==> config.mk <==
export PLATFORM = sky130hd
export DESIGN_NAME = smi_alu
export DESIGN_NICKNAME = d
export VERILOG_FILES = /design/src/rtl/smi_pkg.sv /design/src/rtl/smi_alu.sv
export SDC_FILE = /design/constraint.sdc
export NUM_CORES = 1
export LEC_CHECK = 0
export ABC_AREA = 1
export BUFFER_PORTS_ARGS = -buffer_cell sky130_fd_sc_hd__buf_2
export CAP_MARGIN = 20
export CORE_ASPECT_RATIO = 1.5
export CORE_MARGIN = 4
export CORE_UTILIZATION = 56
export DETAILED_ROUTE_END_ITERATION = 8
export PLACE_DENSITY_LB_ADDON = 0.2
export SKIP_LAST_GASP = 1
export SYNTH_ARGS = -nofsm -noshare
export SYNTH_HDL_FRONTEND = slang
export SYNTH_SLANG_ARGS = --single-unit
==> constraint.sdc <==
create_clock -name vclk -period 4.9
set_clock_uncertainty 0.05 [all_clocks]
set_input_delay 0.245 -clock vclk [all_inputs]
set_output_delay 0.245 -clock vclk [all_outputs]
set_load 0.02 [all_outputs]
==> src/rtl/smi_pkg.sv <==
// Shared types and constants of the stack machine interpreter.
// Depends on nothing; every other file imports it.
package smi_pkg;

   localparam int VALUE_W = 48;
   localparam int PROG_W  = 52;

   // Transaction commands.
   localparam logic [1:0] CMD_LOAD     = 2'd0;
   localparam logic [1:0] CMD_RUN      = 2'd1;
   localparam logic [1:0] CMD_CONTINUE = 2'd2;

   // Opcodes.
   localparam logic [3:0] OP_ADDL   = 4'd0;
   localparam logic [3:0] OP_ADDR   = 4'd1;
   localparam logic [3:0] OP_SUBL   = 4'd2;
   localparam logic [3:0] OP_SUBR   = 4'd3;
   localparam logic [3:0] OP_ASSIGN = 4'd4;
   localparam logic [3:0] OP_VAR    = 4'd5;
   localparam logic [3:0] OP_JMP    = 4'd6;
   localparam logic [3:0] OP_JMPEQ  = 4'd7;
   localparam logic [3:0] OP_JMPGT  = 4'd8;
   localparam logic [3:0] OP_JMPLT  = 4'd9;
   localparam logic [3:0] OP_CONST  = 4'd10;
   localparam logic [3:0] OP_PRINT  = 4'd11;
   localparam logic [3:0] OP_HALT   = 4'd12;

   // Result status codes.
   localparam logic [2:0] ST_PRINT     = 3'd0;
   localparam logic [2:0] ST_LOAD_ACK  = 3'd1;
   localparam logic [2:0] ST_END       = 3'd2;
   localparam logic [2:0] ST_HALTED    = 3'd3;
   localparam logic [2:0] ST_UNDERFLOW = 3'd4;
   localparam logic [2:0] ST_UNKNOWN   = 3'd5;
   localparam logic [2:0] ST_STEPS     = 3'd6;

   // Configuration register indexes.
   localparam logic [0:0] REG_PROGRAM_LENGTH = 1'd0;
   localparam logic [0:0] REG_STEP_LIMIT     = 1'd1;

   typedef enum logic [2:0] {
      S_IDLE,
      S_FETCH,
      S_DECODE,
      S_POP1,
      S_POP2,
      S_EXEC,
      S_VARRD
   } state_type;

   // Operation request to the shared arithmetic unit.
   typedef struct packed {
      logic               sub;
      logic [VALUE_W-1:0] x;
      logic [VALUE_W-1:0] y;
   } alu_req_type;

   // Saturated result and compare flags of the raw difference.
   typedef struct packed {
      logic [VALUE_W-1:0] sum;
      logic               zero;
      logic               neg;
   } alu_res_type;

endpackage

==> src/rtl/smi_alu.sv <==
// Shared saturating add/subtract unit, also used for the compare jumps.
// Depends on smi_pkg.
module smi_alu import smi_pkg::*; (
   input  alu_req_type req,
   output alu_res_type res
);
   logic [VALUE_W:0] y_ext;
   logic [VALUE_W:0] raw;

   // One 49-bit add; subtraction adds the complement.
   always_comb begin
      y_ext = {req.y[VALUE_W-1], req.y};
      if (req.sub) begin
         raw = {req.x[VALUE_W-1], req.x} - y_ext;
      end else begin
         raw = {req.x[VALUE_W-1], req.x} + y_ext;
      end
   end

   // Clamp to the 48-bit range when the two top bits disagree.
   always_comb begin
      if (raw[VALUE_W] != raw[VALUE_W-1]) begin
         res.sum = raw[VALUE_W] ? {1'b1, {(VALUE_W-1){1'b0}}} : {1'b0, {(VALUE_W-1){1'b1}}};
      end else begin
         res.sum = raw[VALUE_W-1:0];
      end
      res.zero = (raw == '0);
      res.neg  = raw[VALUE_W];
   end
endmodule

; After elaboration in Yosys (flattened, before gate mapping)
; Cells that the tools add are included.
[word_totals]
regBits = 0
inputBits = 97
out_inout_bits = 50
wordCells = 7
[op_classes]
add_sub_neg = 2
n_eq_ne = 1
muxes = 3
n_reduce_logical = 1
[ops]
columns = cell, count
row1 = $mux W48, 2
row2 = $add A48 B48 Y49, 1
row3 = $logic_not A49 Y1, 1
row4 = $mux W49, 1
row5 = $sub A48 B48 Y49, 1
row6 = $ne A1 B1 Y1, 1

; Longest topological paths before layout
[depth]
word_depth = 4
mapped_depth = 31
mapped_depth_nobuf = 29

; Worst setup path before layout
; No wires, ideal clock.
[synth_timing]
path_type = input to output
from = input port req[0] in the netlist's numbering
to = output port res[2] in the netlist's numbering
arrival_ns = 3.689
required_ns = 4.605
path_slack_ns = 0.916
cell_stages = 28
path_cell_list = inv_1 -> ha_1 -> nand3_1 -> inv_1 -> nand3_1 -> inv_1 -> nand2_1 -> nor3_1 -> nand2_1 -> o21ai_0 -> o21ai_0 -> xor2_1 -> ha_1 -> nand2_1 -> nor2_2 -> inv_2 -> nor2_2 -> inv_1 -> nor2_2 -> nand3_1 -> nand3_2 -> inv_1 -> nand2_4 -> nand2_4 -> nand2_8 -> inv_4 -> buf_6 -> o21ai_0
[synth_lines]
columns = element, line
row1 = from (decl), smi_alu.sv:4  ; input alu_req_type req,
row2 = to (decl), smi_alu.sv:5  ; output alu_res_type res

==> flow_summary_export.csv <==
group,metric,value,unit
timing,worst-slew-pin-transition,627,ps
global_route,grt_pass1_vias,7594,
worst_setup_path,crit_slowest_cell,"ha_2",
synth,avgSynthCellArea,4.96,sq um
cells_and_area,numSequentialCells,0,
timing,layout_min_cycle_time,4570,ps
timing,clock.fmax,219,MHz
cts,cts_resized,0,
pwr,power_switching,0.00102,W
worst_setup_path,crit_path_end_kind,"output port",
worst_setup_path,critical_path_buf_inv_count,8,
job,maxCapViolCount,0,
worst_setup_path,crit_family,"simple AND/OR/NAND/NOR gates",
timing,finalSetupTns,0,ps
synth,synth_cells,1223,
synth,synth-warning-count,0,
pwr,internal_power,0.000509,W
cts,post_cts_buffers,0,
synth,syn_area,6070,sq um
die,design.core.area,10600,sq um
timing,setup_ws,325,ps
pwr,comb_power_share,1.000,
worst_setup_path,path_common_cell,"nand2_2",
worst_setup_path,slowest_delay,380,ps
drt,dr.first_iter.drc_count,434,
timing,setup_viol,0,
placement,pre_cts_slack,224,ps
die,fp.dieW,93.0,um
cells_and_area,area_growth,15.0,%
synth,yosysTopAreaCellShare,0.263,
drt,drc,0,
cells_and_area,seq_area,0,sq um
worst_setup_path,required,4610,ps
die,ios,147,
die,dieHeight,136,um
cells_and_area,fin_nets,1509,
pwr,swShare,0.668,
drt,vias,7921,
die,dieArea,12600,sq um
worst_setup_path,critPathKind,"in -> out",
pwr,powerDensity,220,nW/um^2
synth,synthTopCellsByArea,"nand2_1 (26%), inv_1 (14%), ha_1 (10%)",
synth,synth_commonest_cells,"nand2_1 (425), inv_1 (227), nor2_1 (137), nand3_1 (62), a21oi_1 (60)",
pwr,p_leak,4.13,nW
placement,place.gp.congestion,0.996,
synth,yosys.cell_types.count,39,
synth,ys_seq_area_frac,0,
status,outcome,"complete, no violations",
global_route,antenna_found_initial,0,
pwr,p_seq_frac,0,
global_route,track_usage,0.339,
placement,io_buffers,147,
timing,post-route-period-util,0.934,
cells_and_area,drive_gt1_frac,0.169,
worst_setup_path,path_max_fanout,22,
cts,ctsHoldBuffers,0,
drt,dr.pass1.iters,6,
synth,syn_nets,1370,
timing,finalHoldViolations,0,
pwr,clockPowerShare,0,
worst_setup_path,cp-start-kind,"input pin",
drt,drt_wl_total,21700,um
pwr,peakVddDrop,303,uV
drt,vias_per_cell,5.27,
drt,ant_nets,0,
cells_and_area,antenna_cells,0,
synth,synth_most_common_cell,"nand2_1",
global_route,grt_pass1_wl,34300,um
placement,post-dp-hpwl,19400,um
global_route,gr-total-overflow,0,
die,initial_core_util,0.573,
pwr,total_power,0.00153,W
global_route,grt_max_degree,48,
worst_hold_path,min_path_type,"in -> out",
die,rows,46,
cells_and_area,final.clkbuf_count,0,
timing,slew_viol_final,0,
worst_setup_path,arrival,4280,ps
drt,routedWlPerCell,14.5,um
timing,slew_headroom,0.578,
synth,synth_top_area_cell,"nand2_1",
## power groups by stage
stage	Clock (W)	Combinational (W)	Sequential, W
2_1_floorplan	0	0.00108	0
3_3_place_gp	0	0.00151	0
3_5_place_dp	0	0.00152	0
4_1_cts	0	0.00152	0
5_1_grt	0	0.00168	0
6_report	0	0.00153	0
## cells by family after synthesis
| kind of cell | count (synthesis) | share of synthesized area |
|---|---|---|
| AO/OA/AOI/OAI | 151 | 0.152 |
| XOR/XNOR | 55 | 0.0793 |
| adder cells (fa/ha/maj) | 50 | 0.104 |
| buffers and inverters | 254 | 0.166 |
| AND/OR/NAND/NOR | 713 | 0.499 |
## stage by stage
step / cell area [sq um] / hold slack, ps / utilization / cells
after floorplan: 6070 / 692 / - / 1223
after global routing: 6980 / 994 / 0.659 / 1504
after detailed placement: 6940 / 947 / 0.656 / 1504
after CTS: 6940 / 951 / 0.656 / 1504
after global placement: 6940 / 946 / 0.656 / 1504
final: 6980 / 950 / 0.659 / 1504
## worst paths after layout
path	startpoint	endpoint	slack (ps)	cells after the start
worst max-delay path	req[2]	res[44]	330	31
worst min-delay path	req[95]	res[49]	950	5
## tightest hold or removal path: stages
cell and delay (ps):
buf_2 120, nand2_2 70, nand3_2 110, nand2_1 60
buf_2 150
## layer usage
metal,vias to the layer above,share of wire,GRT usage
li1,4093,-,-
met1,3460,0.35,0.325
met2,270,0.53,0.677
met3,98,0.036,0.0145
met4,0,0.077,0.226
met5,-,0,0
## cell usage in the layout (no fill, tap or decap), drive strengths merged, types with 15 or more instances in the layout
| master | netlist | final |
|---|---|---|
| a21oi | 77 | 77 |
| ha | 49 | 49 |
| nand3b | 17 | 17 |
| buf | 9 | 152 |
| nand4 | 15 | 15 |
| inv | 238 | 238 |
| nand3 | 66 | 66 |
| nor2 | 151 | 151 |
| nand2 | 440 | 440 |
| xor2 | 46 | 46 |
| o21ai | 40 | 40 |
## cell type report
type / instances / area, sq um
inverters: 239 / 900
repair buffers: 152 / 798
fillers: 1140 / 3610
well taps: 144 / 180
multi-input cells: 969 / 5100
(Power assumes the default switching activity.)
